`src/tct_pkg.sv`:
```
// ----------------------------------------------------------------------------
// tct_pkg: shared types and constants for the touch contact tracker
// Item and result layouts, command codes, event kinds and sizing constants.
// ----------------------------------------------------------------------------
`timescale 1ns / 1ps
`default_nettype none

package tct_pkg;

  localparam int SLOTS_DEF   = 8;
  localparam int COORD_W     = 12;
  localparam int MAX_RESULTS = 8;
  localparam int CMDQ_DEPTH  = 2;
  localparam int OUTQ_DEPTH  = 2;

  localparam logic [1:0] KIND_DOWN = 2'd0;
  localparam logic [1:0] KIND_MOVE = 2'd1;
  localparam logic [1:0] KIND_UP   = 2'd2;

  typedef struct packed {
    logic               operation;
    logic [3:0]         track_id;
    logic [COORD_W-1:0] pos_x;
    logic [COORD_W-1:0] pos_y;
    logic [15:0]        contact_size;
  } in_item_t;

  typedef struct packed {
    logic [1:0]         event_kind;
    logic [3:0]         event_id;
    logic [COORD_W-1:0] event_x;
    logic [COORD_W-1:0] event_y;
    logic [15:0]        event_size;
    logic               last_of_run;
  } out_item_t;

  typedef enum logic {
    CMD_POINT     = 1'b0,
    CMD_FRAME_END = 1'b1
  } cmd_kind_t;

  typedef struct packed {
    cmd_kind_t          kind;
    logic [3:0]         id;
    logic [COORD_W-1:0] x;
    logic [COORD_W-1:0] y;
    logic [15:0]        size;
  } cmd_t;

  typedef enum logic [1:0] {
    BK_IDLE,
    BK_POINT,
    BK_SCAN
  } back_state_t;

endpackage

`default_nettype wire

```
`src/tct_fifo.sv`:
```
// ----------------------------------------------------------------------------
// tct_fifo: small synchronous queue
// Register-based circular buffer with push/full and pop/empty sides.
// ----------------------------------------------------------------------------
`timescale 1ns / 1ps
`default_nettype none

module tct_fifo #(
  parameter int WIDTH = 8,
  parameter int DEPTH = 2
) (
  input  wire logic             clk,
  input  wire logic             rst_n,
  input  wire logic             push,
  input  wire logic [WIDTH-1:0] din,
  output logic                  full,
  input  wire logic             pop,
  output logic [WIDTH-1:0]      dout,
  output logic                  empty
);

  localparam int PW = (DEPTH > 1) ? $clog2(DEPTH) : 1;
  localparam int CW = $clog2(DEPTH + 1);

  logic [WIDTH-1:0] mem_r [DEPTH];
  logic [PW-1:0]    wr_ptr_r, rd_ptr_r;
  logic [CW-1:0]    count_r, count_nxt;
  logic             do_push, do_pop;

  assign full    = (count_r == CW'(DEPTH));
  assign empty   = (count_r == '0);
  assign do_push = push && !full;
  assign do_pop  = pop && !empty;
  assign dout    = mem_r[rd_ptr_r];

  always_comb begin
    count_nxt = count_r;
    if (do_push && !do_pop) count_nxt = count_r + CW'(1);
    if (!do_push && do_pop) count_nxt = count_r - CW'(1);
  end

  always_ff @(posedge clk) begin
    if (!rst_n) begin
      wr_ptr_r <= '0;
      rd_ptr_r <= '0;
      count_r  <= '0;
    end else begin
      count_r <= count_nxt;
      if (do_push) begin
        wr_ptr_r <= (wr_ptr_r == PW'(DEPTH - 1)) ? '0 : wr_ptr_r + PW'(1);
      end
      if (do_pop) begin
        rd_ptr_r <= (rd_ptr_r == PW'(DEPTH - 1)) ? '0 : rd_ptr_r + PW'(1);
      end
    end
  end

  always_ff @(posedge clk) begin
    if (do_push) mem_r[wr_ptr_r] <= din;
  end

endmodule

`default_nettype wire

```
`src/tct_front.sv`:
```
// ----------------------------------------------------------------------------
// tct_front: request intake and classification
// Registers one request, decodes it into a point or frame-end command and
// hands it to the command queue.
// ----------------------------------------------------------------------------
`timescale 1ns / 1ps
`default_nettype none

module tct_front (
  input  wire logic              clk,
  input  wire logic              rst_n,
  input  wire logic              in_push,
  output logic                   in_full,
  input  wire tct_pkg::in_item_t in_item,
  output logic                   cmd_push,
  output tct_pkg::cmd_t          cmd_data,
  input  wire logic              cmd_full
);

  import tct_pkg::*;

  logic vld_r, vld_nxt;
  cmd_t cmd_r, cmd_nxt;
  logic take;

  assign in_full  = vld_r && cmd_full;
  assign take     = in_push && !in_full;
  assign cmd_push = vld_r;
  assign cmd_data = cmd_r;

  always_comb begin
    vld_nxt = vld_r;
    if (vld_r && !cmd_full) vld_nxt = 1'b0;
    if (take) vld_nxt = 1'b1;
  end

  always_comb begin
    cmd_nxt      = cmd_r;
    cmd_nxt.id   = in_item.track_id;
    cmd_nxt.x    = in_item.pos_x;
    cmd_nxt.y    = in_item.pos_y;
    cmd_nxt.size = in_item.contact_size;
    unique case (in_item.operation)
      1'b1:    cmd_nxt.kind = CMD_FRAME_END;
      default: cmd_nxt.kind = CMD_POINT;
    endcase
  end

  always_ff @(posedge clk) begin
    if (!rst_n) begin
      vld_r <= 1'b0;
    end else begin
      vld_r <= vld_nxt;
    end
  end

  always_ff @(posedge clk) begin
    if (take) cmd_r <= cmd_nxt;
  end

endmodule

`default_nettype wire

```
`src/tct_back.sv`:
```
// ----------------------------------------------------------------------------
// tct_back: slot table and event generation
// Executes point and frame-end commands against the slot table and emits
// down, move and up events into the result queue.
// ----------------------------------------------------------------------------
`timescale 1ns / 1ps
`default_nettype none

module tct_back #(
  parameter int SLOTS = tct_pkg::SLOTS_DEF
) (
  input  wire logic           clk,
  input  wire logic           rst_n,
  input  wire logic           cmd_empty,
  output logic                cmd_pop,
  input  wire tct_pkg::cmd_t  cmd_data,
  output logic                ev_push,
  output tct_pkg::out_item_t  ev_data,
  input  wire logic           ev_full
);

  import tct_pkg::*;

  localparam int IW    = (SLOTS > 1) ? $clog2(SLOTS) : 1;
  localparam int CNT_W = $clog2(MAX_RESULTS + 1);

  back_state_t state_r, state_nxt;

  logic [SLOTS-1:0]   valid_r, seen_r, rel_r;
  logic [3:0]         track_r [SLOTS];
  logic [COORD_W-1:0] x_r     [SLOTS];
  logic [COORD_W-1:0] y_r     [SLOTS];
  cmd_t               cur_r;
  logic [CNT_W-1:0]   cnt_r;

  logic [SLOTS-1:0] match_vec, rel_after;
  logic             hit, any_free, any_rel, take, moved, need_ev;
  logic [IW-1:0]    hit_idx, free_idx, up_idx, tgt_idx;
  logic             scan_done, point_fire, scan_fire;

  // priority encoders: lowest matching, free and releasable slot
  always_comb begin
    hit      = 1'b0;
    any_free = 1'b0;
    any_rel  = 1'b0;
    hit_idx  = '0;
    free_idx = '0;
    up_idx   = '0;
    for (int s = 0; s < SLOTS; s++) begin
      match_vec[s] = valid_r[s] && (track_r[s] == cur_r.id);
      if (match_vec[s] && !hit) begin
        hit     = 1'b1;
        hit_idx = IW'(s);
      end
      if (!valid_r[s] && !any_free) begin
        any_free = 1'b1;
        free_idx = IW'(s);
      end
      if (rel_r[s] && !any_rel) begin
        any_rel = 1'b1;
        up_idx  = IW'(s);
      end
    end
  end

  always_comb begin
    rel_after = rel_r;
    rel_after[up_idx] = 1'b0;
  end

  assign tgt_idx   = hit ? hit_idx : free_idx;
  assign take      = hit || any_free;
  assign moved     = (x_r[tgt_idx] != cur_r.x) || (y_r[tgt_idx] != cur_r.y);
  assign need_ev   = take && (!hit || moved);
  assign scan_done = !any_rel || (cnt_r == CNT_W'(MAX_RESULTS));

  // next state
  always_comb begin
    state_nxt = state_r;
    unique case (state_r)
      BK_IDLE: begin
        if (!cmd_empty) begin
          state_nxt = (cmd_data.kind == CMD_FRAME_END) ? BK_SCAN : BK_POINT;
        end
      end
      BK_POINT: begin
        if (!need_ev || !ev_full) state_nxt = BK_IDLE;
      end
      BK_SCAN: begin
        if (scan_done) state_nxt = BK_IDLE;
      end
      default: state_nxt = BK_IDLE;
    endcase
  end

  // outputs
  always_comb begin
    cmd_pop    = 1'b0;
    ev_push    = 1'b0;
    point_fire = 1'b0;
    scan_fire  = 1'b0;
    ev_data    = '0;
    unique case (state_r)
      BK_IDLE: begin
        cmd_pop = !cmd_empty;
      end
      BK_POINT: begin
        point_fire          = !need_ev || !ev_full;
        ev_push             = need_ev && !ev_full;
        ev_data.event_kind  = hit ? KIND_MOVE : KIND_DOWN;
        ev_data.event_id    = cur_r.id;
        ev_data.event_x     = cur_r.x;
        ev_data.event_y     = cur_r.y;
        ev_data.event_size  = cur_r.size;
        ev_data.last_of_run = 1'b1;
      end
      BK_SCAN: begin
        scan_fire           = !scan_done && !ev_full;
        ev_push             = scan_fire;
        ev_data.event_kind  = KIND_UP;
        ev_data.event_id    = track_r[up_idx];
        ev_data.event_x     = x_r[up_idx];
        ev_data.event_y     = y_r[up_idx];
        ev_data.event_size  = '0;
        // final up: nothing left to release or the per-frame cap is reached
        ev_data.last_of_run = (rel_after == '0) ||
                              (cnt_r == CNT_W'(MAX_RESULTS - 1));
      end
      default: ;
    endcase
  end

  always_ff @(posedge clk) begin
    if (!rst_n) begin
      state_r <= BK_IDLE;
      valid_r <= '0;
      seen_r  <= '0;
      rel_r   <= '0;
      cnt_r   <= '0;
    end else begin
      state_r <= state_nxt;
      if (cmd_pop) begin
        rel_r <= valid_r & ~seen_r;
        cnt_r <= '0;
      end
      if (point_fire && take) begin
        valid_r[tgt_idx] <= 1'b1;
        seen_r[tgt_idx]  <= 1'b1;
      end
      if (scan_fire) begin
        valid_r[up_idx] <= 1'b0;
        rel_r           <= rel_after;
        cnt_r           <= cnt_r + CNT_W'(1);
      end
      if (state_r == BK_SCAN && scan_done) seen_r <= '0;
    end
  end

  always_ff @(posedge clk) begin
    if (cmd_pop) cur_r <= cmd_data;
    if (point_fire && take) begin
      track_r[tgt_idx] <= cur_r.id;
      x_r[tgt_idx]     <= cur_r.x;
      y_r[tgt_idx]     <= cur_r.y;
    end
  end

  a_no_push_when_full: assert property (@(posedge clk) disable iff (!rst_n)
    ev_push |-> !ev_full)
    else $error("event pushed into full result queue");

  a_unique_track: assert property (@(posedge clk) disable iff (!rst_n)
    (state_r == BK_POINT) |-> $onehot0(match_vec))
    else $error("track id held by more than one valid slot");

  a_cnt_bound: assert property (@(posedge clk) disable iff (!rst_n)
    cnt_r <= CNT_W'(MAX_RESULTS))
    else $error("up count beyond per-frame cap");

  a_seen_cleared: assert property (@(posedge clk) disable iff (!rst_n)
    (state_r == BK_SCAN && scan_done) |=> (seen_r == '0))
    else $error("seen marks not cleared at frame end");

endmodule

`default_nettype wire

```
`src/touch_contact_tracker_core.sv`:
```
// ----------------------------------------------------------------------------
// touch_contact_tracker_core: multitouch down/move/up event tracker
// Turns contact points and frame-end markers into touch events.
//
//   channel   ports                          direction  accepted when
//   input     in_push in_full in_item        in         in_push && !in_full
//   result    out_pop out_empty out_item     out        out_pop && !out_empty
//
// A point passes the intake register, the command queue and one slot-table
// lookup in the back end before its event enters the result queue.
// A frame end starts a release scan that emits one up event per cycle while
// the result queue is not full; at most 8 ups per frame end.
// Reset is synchronous; all slots come up free with no clearing sequence.
// A full result queue stalls the back end; the front keeps taking requests
// until the command queue fills.
// ----------------------------------------------------------------------------
`timescale 1ns / 1ps
`default_nettype none

module touch_contact_tracker_core #(
  parameter int SLOTS = tct_pkg::SLOTS_DEF
) (
  input  wire logic               clk,
  input  wire logic               rst_n,
  input  wire logic               in_push,
  output logic                    in_full,
  input  wire tct_pkg::in_item_t  in_item,
  input  wire logic               out_pop,
  output logic                    out_empty,
  output tct_pkg::out_item_t      out_item
);

  import tct_pkg::*;

  logic      cmd_push, cmd_full, cmd_pop, cmd_empty;
  cmd_t      cmd_in, cmd_out;
  logic      ev_push, ev_full;
  out_item_t ev_data;

  tct_front u_front (
    .clk      (clk),
    .rst_n    (rst_n),
    .in_push  (in_push),
    .in_full  (in_full),
    .in_item  (in_item),
    .cmd_push (cmd_push),
    .cmd_data (cmd_in),
    .cmd_full (cmd_full)
  );

  tct_fifo #(
    .WIDTH ($bits(cmd_t)),
    .DEPTH (CMDQ_DEPTH)
  ) u_cmd_q (
    .clk   (clk),
    .rst_n (rst_n),
    .push  (cmd_push),
    .din   (cmd_in),
    .full  (cmd_full),
    .pop   (cmd_pop),
    .dout  (cmd_out),
    .empty (cmd_empty)
  );

  tct_back #(
    .SLOTS (SLOTS)
  ) u_back (
    .clk       (clk),
    .rst_n     (rst_n),
    .cmd_empty (cmd_empty),
    .cmd_pop   (cmd_pop),
    .cmd_data  (cmd_out),
    .ev_push   (ev_push),
    .ev_data   (ev_data),
    .ev_full   (ev_full)
  );

  tct_fifo #(
    .WIDTH ($bits(out_item_t)),
    .DEPTH (OUTQ_DEPTH)
  ) u_out_q (
    .clk   (clk),
    .rst_n (rst_n),
    .push  (ev_push),
    .din   (ev_data),
    .full  (ev_full),
    .pop   (out_pop),
    .dout  (out_item),
    .empty (out_empty)
  );

endmodule

`default_nettype wire
```
`config.mk`:
```
export PLATFORM = sky130hd
export DESIGN_NAME = touch_contact_tracker_core
export DESIGN_NICKNAME = d
export VERILOG_FILES = /design/src/tct_pkg.sv /design/src/tct_fifo.sv /design/src/tct_front.sv /design/src/tct_back.sv /design/src/touch_contact_tracker_core.sv
export SDC_FILE = /design/constraint.sdc
export NUM_CORES = 1
export LEC_CHECK = 0
export BUFFER_PORTS_ARGS = -buffer_cell sky130_fd_sc_hd__buf_2
export CAP_MARGIN = 20
export CORE_AREA = 2 2 228 230
export DETAILED_ROUTE_END_ITERATION = 16
export DIE_AREA = 0 0 230 232
export GPL_ROUTABILITY_DRIVEN = 0
export HOLD_SLACK_MARGIN = 0.02
export PLACE_DENSITY = 0.72
export SETUP_SLACK_MARGIN = 0.2
export SLEW_MARGIN = 15
export SYNTH_ARGS = -nofsm -noshare
export SYNTH_HDL_FRONTEND = slang
export SYNTH_SLANG_ARGS = --single-unit
```
`constraint.sdc`:
```
create_clock -name clk -period 12.63 [get_ports clk]
set_input_delay 1.263 -clock clk [delete_from_list [all_inputs] [get_ports clk]]
set_output_delay 1.263 -clock clk [all_outputs]
set_load 0.05 [all_outputs]
```
==> key figures, run 1 <==
Global route
  • Initial antenna violation count: 0
  • Largest net degree at the start of global routing: 48
  • Grt met2 use: 35.5%
  • GR Overflow Total: 0
  • Total track usage: 21.4%
  • Global-route wire length before repair: 87.7 mm
  • Vias in the first global route: 15164
  • Grt met3 use: 3.75%
  • GRT met1 Usage: 27.0%
  • GR peak layer: met2

Finish
  • Layout area overhead: 13.7%
  • Multi-input logic area: 0.00657 mm^2
  • Final core occ: 50.7%
  • Seq. cell area: 0.0157 mm^2
  • Final Cell Area: 0.0258 mm^2
  • # fillers: 4231
  • Antenna diode count: 0
  • Layout cells sized above 1: 21.0%
  • Net count, final: 1739

Floorplan
  • Core Region: 0.0509 mm^2
  • Effective utilization at floorplan: 44.6%
  • Die X: 230 um
  • # rows: 83
  • Die area: 0.0534 mm^2
  • Die Height: 232 um
  • Top Ports: 98

CTS
  • CTS buffer count: 53
  • Worst skew pair latency: 0.60 ns
  • Clk slew on worst S/H paths: 0.06 ns
  • CTS H-tree depth: 2
  • PostCTS Resize Cnt: 0
  • CTS tree: built
  • Sink Count: 538
  • Hold_buf cts: 0
  • Setup repair bufs after CTS: 0
  • Clock buffer depth: 3
  • Clock root cell: clkbuf_16

Setup path
  • Worst Reg2Reg Path Length in Cells: 16
  • FF-to-FF Start: u_back.cur_r[42]
  • Crit path required time: 12.88 ns
  • CP max FO: 37
  • Reg-to-reg endpoint: u_back.x_r[3][7]
  • FF-to-FF setup slack: 5.61 ns
  • Crit end category: register
  • Critical Path Start Type: register
  • CP arrival: 7.27 ns
  • Critical Setup Path Class: reg2reg

Placed design
  • I/O Buffers: 97
  • Hpwl dp: 34.9 mm
  • Area after DPL: 0.0240 mm^2
  • Post-place setup slack: 5.64 ns

Logic synthesis
  • Post-synth net total: 1642
  • Synth warn: 0
  • Avg Cell Area, Syn: 14.3 um^2
  • Cell area after synthesis: 0.0227 mm^2
  • EDFF count, synth: 497
  • FF+latch count, synth: 538
  • Register area share after synthesis: 69.4%
  • Fraction of registers with async set/reset: 0%
  • Top_reg_cell synth: edfxtp_1
  • Gate Count Post-Synth: 1586
  • Netlist cell types: 82

Timing
  • Final worst setup slack: 5.61 ns
  • Highest Clock Rate: 142 MHz
  • Worst Skew: 0.0222 ns
  • Min Tclk post-route: 7.02 ns
  • Max_slew headroom: 36.0%
  • Final Max Tran Viols: 0
  • Final period utilization: 55.6%
  • Worst Tran Pin Value: 0.960 ns
  • Count of final hold-check violations: 0
  • Setup TNS: 0 ns
  • Final setup fails: 0
  • RSZ-0062 raised after global routing: false
  • Final Hold Slack: 0.436 ns

Hold path
  • Hold EP: u_cmd_q.mem_r[0][38]
  • Worst hold stages: 0
  • Min-delay src: u_front.cmd_data[38]
  • Class of the worst hold path: reg2reg

Power
  • Leak Pwr: 8.66 nW
  • Peak supply drop: 0.125 mV
  • Power Density: 200 mW/mm^2

Routing
  • Vias per cell: 6.10
  • Antenna Violating Nets Remaining: 0
  • Wire per inst: 24.0 um
  • Drt first pass iters: 6
  • Vias: 14645
  • DRC Markers: 0
  • Iter 0 DRT Violations: 1539
  • Final wirelength: 57.6 mm

Run
  • Max cap viols: 0

Status
  • Status: finished, final reports clean
cell usage in the layout (no fill, tap or decap), types with 15 or more instances in the layout:
cell type,count
nor3_1,45
mux2i_1,39
a21o_1,30
edfxtp_1,497
clkbuf_16,53
xor2_1,31
buf_2,97
nor2_1,110
a21oi_1,26
nand3_1,36
buf_4,34
or3_1,15
o21ai_0,35
mux2_2,103
o22ai_1,23
dfxtp_1,39
inv_1,27
xnor2_1,26
o221ai_1,69
nand2_1,128
a31oi_1,32
and3_1,22
report_power, final:
part           leakage [nW]  switching [mW]  internal [mW]
logic                  2.93           0.716          0.358
clock network         0.864           0.657          0.971
registers              4.87           0.199           2.27
worst max-delay path, stage by stage (launching register included):
cell      delay (ns)
edfxtp_1        0.82
xnor2_1         0.22
nand2_1         0.14
nor4_4          0.40
o21ba_2         0.26
a41o_1          0.36
nor2_4          0.32
buf_4           0.55
mux4_2          0.57
mux2i_1         0.17
xor2_1          0.20
o21ai_1         0.13
or4b_4          0.56
nor4_4          0.42
o21ai_4         0.33
nor3_2          0.70
buf_4           0.48
layout make-up:
class,count,area share (%)
tap,680,3.30
sequential,538,61.0
clock buffer,59,5.23
multi-input combinational,929,25.4
timing repair buffer,131,2.87
clock inverter,35,1.71
inverter,30,0.436
metrics by stage:
step | cells | power [mW]
finish | 2402 | 5.17
global route | 2402 | 5.37
floorplan | 1586 | 3.20
detailed placement | 2308 | 3.57
CTS | 2402 | 5.19
global placement | 2308 | 3.53
Yosys cell counts (all sizes together) (32+ instances only):
| cell type | number | area share, % |
|---|---|---|
| o221ai | 69 | 2.7 |
| nand2 | 128 | 2.1 |
| nor3 | 54 | 1.2 |
| clkbuf | 57 | 0.94 |
| mux2 | 103 | 5.1 |
| nand3 | 36 | 0.79 |
| edfxtp | 497 | 66 |
| dfxtp | 41 | 3.6 |
| buf | 32 | 0.75 |
| a31oi | 32 | 0.88 |
| mux2i | 39 | 1.7 |
| nor2 | 112 | 1.9 |
| o21ai | 42 | 0.94 |
state kept, by name (all words and copies together), names as in the netlist, named ones only:
signal	cells
u_cmd_q.wr_ptr_r	1
u_out_q.wr_ptr_r	1
u_back.y_r	96
u_out_q.count_r	2
u_back.rel_r	8
u_back.seen_r	8
u_cmd_q.count_r	2
u_back.state_r	2
u_out_q.mem_r	94
u_back.cnt_r	4
u_back.x_r	96
u_out_q.rd_ptr_r	1
u_cmd_q.mem_r	90
u_back.cur_r	44
u_back.valid_r	8
u_cmd_q.rd_ptr_r	1
u_front.cmd_push	1
u_front.cmd_data	45
u_back.track_r	32
metal layers:
| metal | routed length (um) | share of wire, % |
|---|---|---|
| met3 | 5250 | 9.1 |
| met4 | 2730 | 4.7 |
| met5 | 0 | 0 |
| met1 | 21800 | 38 |
| met2 | 27900 | 48 |
how the worst max path moves through the flow:
stage	cells past startpoint	from	to	slack [ns]
after floorplan	16	u_back.cur_r[41]	u_back.track_r[6][0]	6.13
after detailed placement	16	u_back.cur_r[42]	u_back.track_r[3][0]	5.64
final	16	u_back.cur_r[42]	u_back.x_r[3][7]	5.61
after global routing	15	u_back.cur_r[43]	u_back.x_r[3][1]	5.27
after CTS	16	u_back.cur_r[42]	u_back.x_r[3][2]	5.61
after global placement	15	u_back.cur_r[40]	u_back.y_r[2][1]	5.88
kinds of logic (layout without fill, tap and decap cells):
kind of cell / Yosys count / in the layout / share of synthesized area (%)
xor gates and xnor gates: 57 / 57 / 2.20
and+or+nand+nor: 426 / 426 / 9.11
buffers and inverters: 119 / 255 / 2.19
AOI/OAI and AO/OA: 292 / 292 / 9.49
muxes: 146 / 146 / 7.23
DFF: 538 / 538 / 69.4
adders and majority gates: 8 / 8 / 0.430
No activity file was read; power rests on OpenSTA's default activity.
==> run 2: changes to the inputs <==
--- a/config.mk
+++ b/config.mk
@@ -12,7 +12,7 @@
 export DIE_AREA = 0 0 230 232
 export GPL_ROUTABILITY_DRIVEN = 0
 export HOLD_SLACK_MARGIN = 0.02
-export PLACE_DENSITY = 0.72
+export PLACE_DENSITY = 0.74
 export SETUP_SLACK_MARGIN = 0.2
 export SLEW_MARGIN = 15
 export SYNTH_ARGS = -nofsm -noshare
==> constraint.sdc (replaced) <==
create_clock -name clk -period 6.1 [get_ports clk]
set_input_delay 0.61 -clock clk [delete_from_list [all_inputs] [get_ports clk]]
set_output_delay 0.61 -clock clk [all_outputs]
set_load 0.05 [all_outputs]
==> run 2 against run 1 <==
Cell area increased by 1.6%. Wire length increased by 1.7%. Power increased by 110%. Combinational power increased by 130%. Setup slack got worse by 5.2 ns. Hold slack got worse by 0.26 ns. Register-to-register slack got worse by 5.2 ns. Sequential power increased by 110%. Sequential share of layout area decreased by 0.98 points. Core utilization increased by 0.83 points. Highest routed layer unchanged.
==> key figures, run 2 (same netlist as run 1, synthesis figures left out) <==
Setup path
  • Slowest CP cell: edfxtp_1
  • Reg-to-reg endpoint: u_back.y_r[6][4]
  • Critical Path Start Type: register
  • Worst path max stage delay: 0.54 ns
  • CP Buf/Inv Count: 5
  • Crit end category: register
  • Crit path max-delay family: simple AND/OR/NAND/NOR gates
  • FF-to-FF Start: u_back.cur_r[43]
  • CP arrival: 5.94 ns
  • Crit-path most repeated cell: buf_4
  • CP max FO: 27
  • Critical Setup Path Class: reg2reg
  • FF-to-FF setup slack: 0.45 ns
  • Crit path required time: 6.38 ns
  • Worst Reg2Reg Path Length in Cells: 19
  • Crit-path cells: buf_4, xor2_1, nor3_1, and3_1, nor2_1, a41o_1, nor2_4, buf_4, buf_4, mux2_2, o22ai_1, nor3_1, a311oi_1, nand4b_1, nor4_4, buf_4, o21ai_2, nor3_2, buf_12

Status
  • Status: finished, final reports clean

Hold path
  • Hold EP: u_front.cmd_data[15]
  • Min-delay src: in_item[15]
  • Worst hold stages: 1
  • Class of the worst hold path: in2reg

Finish
  • Net count, final: 1767
  • Non-filler cells, final: 2434
  • Final core occ: 51.5%
  • Largest registers: u_back.x_r: 96 flops, u_back.y_r: 96 flops, u_out_q.mem_r: 94 flops
  • Commonest non-fill, non-tap cells in the layout: 497 x edfxtp_1, 124 x nand2_1, 110 x nor2_1, 103 x mux2_2, 97 x buf_2
  • Layout cells sized above 1: 22.8%
  • Antenna diode count: 0
  • Layout area overhead: 15.5%
  • Commonest non-fill, non-tap cell in the layout: edfxtp_1

Timing
  • Worst Tran Pin Value: 1.02 ns
  • RSZ-0062 raised after global routing: false
  • Max_slew headroom: 31.8%
  • Min Tclk post-route: 5.65 ns
  • Setup TNS: 0 ns
  • Highest Clock Rate: 177 MHz
  • Final worst setup slack: 0.445 ns
  • Worst Skew: 0.0194 ns
  • Final setup fails: 0
  • Final Max Tran Viols: 0
  • Count of final hold-check violations: 0
  • Final period utilization: 92.7%

Power
  • Cell-internal power: 7.39 mW
  • Clock power share: 29.8%
  • Final Power: 10.7 mW
  • Combinational fraction of design power: 22.8%
  • Leak Pwr: 8.89 nW
  • Sw Ratio: 30.9%
  • Peak supply drop: 0.226 mV
  • Sequential power share: 47.4%
  • Power Density: 408 mW/mm^2
  • Net switching power: 3.31 mW

CTS
  • Sink Count: 538
  • Clock root cell: clkbuf_16
  • Hold_buf cts: 0
  • Clk slew on worst S/H paths: 0.06 ns
  • CTS tree: built
  • Worst skew pair latency: 0.61 ns
  • CTS H-tree depth: 2
  • Clock buffer depth: 3
  • CTS buffer count: 53

Global route
  • Global-route wire length before repair: 88.2 mm
  • Total track usage: 21.7%
  • Vias in the first global route: 15120
  • GR Overflow Total: 0
  • Initial antenna violation count: 0
  • Largest net degree at the start of global routing: 48

Routing
  • Drt first pass iters: 6
  • Antenna Violating Nets Remaining: 0
  • Iter 0 DRT Violations: 1765
  • Vias: 14892
  • Wire per inst: 24.1 um
  • Final wirelength: 58.6 mm
  • DRC Markers: 0
  • Vias per cell: 6.12

Placed design
  • Inst Count DP: 2319
  • Hpwl dp: 34.8 mm
  • Post-place setup slack: 0.280 ns
  • I/O Buffers: 97

Floorplan
  • # rows: 83
  • Effective utilization at floorplan: 44.6%
  • Top Ports: 98
  • Die X: 230 um
  • Die area: 0.0534 mm^2
  • Die Height: 232 um
  • Core Region: 0.0509 mm^2

Run
  • Max cap viols: 0
## run 2: cell types whose count changed in the layout (fill, tap and decap cells not counted), moves of 4 or more
| cell | change |
|---|---|
| buf_12 | +17 |
| buf_4 | +11 |
| bufinv_16 | -6 |
| clkinv_2 | +9 |
| nand2_1 | -4 |
| nand2_2 | +4 |
| nor3_2 | -6 |
| nor3_4 | +6 |
## run 2: per-layer routing
layer	up-vias	GRT usage (%)	share of wire (%)	wire, um
met4	0	11.4	5.1	3010
met5	-	0	0	0
li1	6418	-	-	-
met1	7290	26.7	37	21800
met2	982	35.6	48	28000
met3	202	5.16	9.9	5800
## run 2: layout make-up
| class | instances | area (um^2) |
|---|---|---|
| sequential | 538 | 15700 |
| inverter | 30 | 113 |
| timing repair buffer | 159 | 1160 |
| fill | 4143 | 24700 |
| tap | 680 | 851 |
| multi-input combinational | 929 | 6640 |
| clock inverter | 31 | 260 |
| clock buffer | 67 | 1450 |
## run 2: stage by stage
step / hold slack [ns] / area (um^2)
2_1_floorplan: 0.412 / 22700
3_3_place_gp: 0.423 / 24300
3_5_place_dp: 0.429 / 24300
4_1_cts: 0.151 / 26000
5_1_grt: 0.158 / 26200
6_report: 0.180 / 26200
## run 2: what timing repair did
item,in CTS,in global routing
gates resized for setup,0,5
endpoints found under the setup margin,0,335
buffers inserted,0,17
## run 2: worst max path at each step
stage | startpoint | to | slack [ns] | depth (start not counted)
after detailed placement | u_back.cur_r[43] | u_back.x_r[6][6] | 0.28 | 17
after global placement | u_back.cur_r[43] | u_back.y_r[6][4] | 0.47 | 17
after CTS | u_back.cur_r[43] | u_back.x_r[6][6] | 0.26 | 17
after floorplan | u_back.cur_r[41] | u_back.track_r[6][0] | -0.40 | 16
final | u_back.cur_r[43] | u_back.y_r[6][4] | 0.45 | 19
after global routing | u_back.cur_r[43] | u_back.y_r[6][3] | 0.28 | 18
## run 2: power by group through the flow
stage	clock [mW]	combinational [mW]	sequential (mW)
6_report	3.19	2.44	5.07
5_1_grt	3.38	2.59	5.11
4_1_cts	3.24	2.28	5.11
3_5_place_dp	0	2.26	5.18
3_3_place_gp	0	2.22	5.15
2_1_floorplan	0	1.65	4.98
==> run 3: changes to the inputs <==
--- a/config.mk
+++ b/config.mk
@@ -7,12 +7,12 @@
 export LEC_CHECK = 0
 export BUFFER_PORTS_ARGS = -buffer_cell sky130_fd_sc_hd__buf_2
 export CAP_MARGIN = 20
-export CORE_AREA = 2 2 228 230
+export CORE_AREA = 2 2 207 209
 export DETAILED_ROUTE_END_ITERATION = 16
-export DIE_AREA = 0 0 230 232
+export DIE_AREA = 0 0 209 211
 export GPL_ROUTABILITY_DRIVEN = 0
 export HOLD_SLACK_MARGIN = 0.02
-export PLACE_DENSITY = 0.74
+export PLACE_DENSITY = 0.85
 export SETUP_SLACK_MARGIN = 0.2
 export SLEW_MARGIN = 15
 export SYNTH_ARGS = -nofsm -noshare
==> run 3 against run 2 <==
Clock power up 2%. Combinational power about the same. Count of clock-buffer cells in the layout up 1. Final cell count down 5.4%. Power up 0.59%. Critical path depth down 2. Setup slack better by 0.018 ns. First-iteration DRC count up 12%. Core utilization up 11 points. Critical endpoint is now u_back.y_r[6][7]. Largest power group unchanged. Highest routed layer unchanged.
==> key figures, run 3 (same netlist as run 1, synthesis figures left out) <==
Power
  • Final Power: 10.8 mW
  • Power Density: 413 mW/mm^2
  • Sequential power share: 47.4%
  • Clock power share: 30.1%
  • Sw Ratio: 31.0%
  • Leak Pwr: 8.91 nW
  • Cell-internal power: 7.43 mW
  • Peak supply drop: 0.275 mV
  • Net switching power: 3.33 mW
  • Combinational fraction of design power: 22.4%

Run
  • Max cap viols: 0

CTS
  • Clock root cell: clkbuf_16
  • Sink Count: 538
  • Clk slew on worst S/H paths: 0.06 ns
  • Clock buffer depth: 3
  • CTS H-tree depth: 2
  • Worst skew pair latency: 0.60 ns
  • CTS buffer count: 52
  • CTS tree: built

Global route
  • Vias in the first global route: 15496
  • Largest net degree at the start of global routing: 48
  • Initial antenna violation count: 0
  • GR Overflow Total: 0
  • Total track usage: 26.3%
  • Global-route wire length before repair: 88.2 mm

Setup path
  • FF-to-FF setup slack: 0.46 ns
  • Critical Setup Path Class: reg2reg
  • Crit end category: register
  • Crit path required time: 6.39 ns
  • CP endpoint: u_back.y_r[6][7]
  • CP arrival: 5.93 ns
  • Worst Reg2Reg Path Length in Cells: 17
  • Worst Setup SP: u_back.cur_r[40]
  • Critical Path Start Type: register
  • CP max FO: 11
  • FF-to-FF Start: u_back.cur_r[40]
  • Reg-to-reg endpoint: u_back.y_r[6][7]

Timing
  • Final period utilization: 92.4%
  • Final setup fails: 0
  • Final Max Tran Viols: 0
  • RSZ-0062 raised after global routing: false
  • Highest Clock Rate: 177 MHz
  • Final Hold Slack: 0.185 ns
  • Worst Tran Pin Value: 1.03 ns
  • Worst Skew: 0.0279 ns
  • Max_slew headroom: 31.4%
  • Count of final hold-check violations: 0
  • Min Tclk post-route: 5.64 ns

Finish
  • Layout area overhead: 14.7%
  • Commonest non-fill, non-tap cells in the layout: 497 x edfxtp_1, 128 x nand2_1, 110 x nor2_1, 103 x mux2_2, 97 x buf_2
  • Layout cells sized above 1: 22.7%
  • Non-filler cells, final: 2303
  • Final core occ: 62.4%
  • Net count, final: 1779
  • Largest registers: u_back.x_r: 96 flops, u_back.y_r: 96 flops, u_out_q.mem_r: 94 flops
  • Commonest non-fill, non-tap cell in the layout: edfxtp_1
  • Antenna diode count: 0

Routing
  • Final wirelength: 58.2 mm
  • Wire per inst: 25.3 um
  • Iter 0 DRT Violations: 1973
  • DRC Markers: 0
  • Vias: 15385
  • Drt first pass iters: 6
  • Vias per cell: 6.68
  • Antenna Violating Nets Remaining: 0

Floorplan
  • Effective utilization at floorplan: 54.4%
  • Top Ports: 98
  • # rows: 75
  • Die area: 0.0441 mm^2
  • Die X: 209 um
  • Core Region: 0.0418 mm^2
  • Die Height: 211 um

Placed design
  • I/O Buffers: 97
  • Hpwl dp: 35.5 mm
  • Inst Count DP: 2203

Status
  • Status: finished, final reports clean

Hold path
  • Class of the worst hold path: in2reg
run 3: changes by cell type in the layout (fill, tap and decap cells not counted), moves of 3 or more:
cell and delta:
nand2_2 -4, clkbuf_1 +3, buf_12 -6, clkinv_2 -4, nor4_4 -3, nand2_1 +4, clkinv_1 -3, buf_4 +17
run 3: what timing repair did:
item / CTS / global route
hold buffers: 0 / 0
buffers inserted: 0 / 4
gates resized for setup: 0 / 0
endpoints found under the setup margin: 0 / 210
run 3: final cells by class:
type | count | area [um^2]
Tap cell | 539 | 674
Inverter | 30 | 113
Sequential cell | 538 | 15700
Clock buffer | 68 | 1420
Multi-Input combinational cell | 930 | 6600
Timing Repair Buffer | 171 | 1190
Clock inverter | 27 | 300
Fill cell | 2850 | 15700
run 3: worst min path at each step:
| stage | start | endpoint | slack [ns] | cells after the start |
|---|---|---|---|---|
| after detailed placement | u_front.cmd_data[0] | u_cmd_q.mem_r[0][0] | 0.43 | 0 |
| after CTS | in_item[30] | u_front.cmd_data[30] | 0.16 | 1 |
| after floorplan | u_back.seen_r[1] | u_back.seen_r[1] | 0.41 | 2 |
| after global placement | u_front.cmd_data[31] | u_cmd_q.mem_r[0][31] | 0.42 | 0 |
| after global routing | in_item[38] | u_front.cmd_data[38] | 0.17 | 1 |
| final | in_item[9] | u_front.cmd_data[9] | 0.18 | 1 |
run 3: worst max-delay path, cell delays in order, from the launching register on:
cell and delay, ns:
edfxtp_1 0.50, buf_4 0.23, xor2_1 0.18, nor4_2 0.52, nor2_1 0.20, a41o_1 0.43, nor2_4 0.49, mux4_2 0.57
mux2i_1 0.20, xor2_1 0.25, nand4b_1 0.13, or4b_4 0.51, nor4_4 0.13, buf_4 0.19, o21ai_2 0.11, buf_12 0.19
nor3_2 0.23, buf_4 0.26
run 3: metal layers:
layer | GRT usage, % | routed length, um | vias up
met3 | 5.37 | 6770 | 289
met5 | 0 | 0 | -
met2 | 41.6 | 27300 | 1226
met4 | 16.9 | 3810 | 0
li1 | - | - | 6439
met1 | 33.3 | 20400 | 7431
run 3: power by group through the flow:
stage	logic, mW	registers [mW]	clock network (mW)
2_1_floorplan	1.65	4.98	0
3_3_place_gp	2.27	5.12	0
3_5_place_dp	2.34	5.16	0
4_1_cts	2.37	5.09	3.28
5_1_grt	2.54	5.14	3.43
6_report	2.41	5.11	3.24
run 3: per-stage QoR:
step                      cell area (um^2)  setup TNS (ns)  setup WS, ns
after floorplan                      22700          -22.22        -0.397
after global placement               24300               0         0.687
after detailed placement             24300               0         0.522
after CTS                            26000               0         0.480
after global routing                 26000               0         0.256
final                                26000               0         0.463
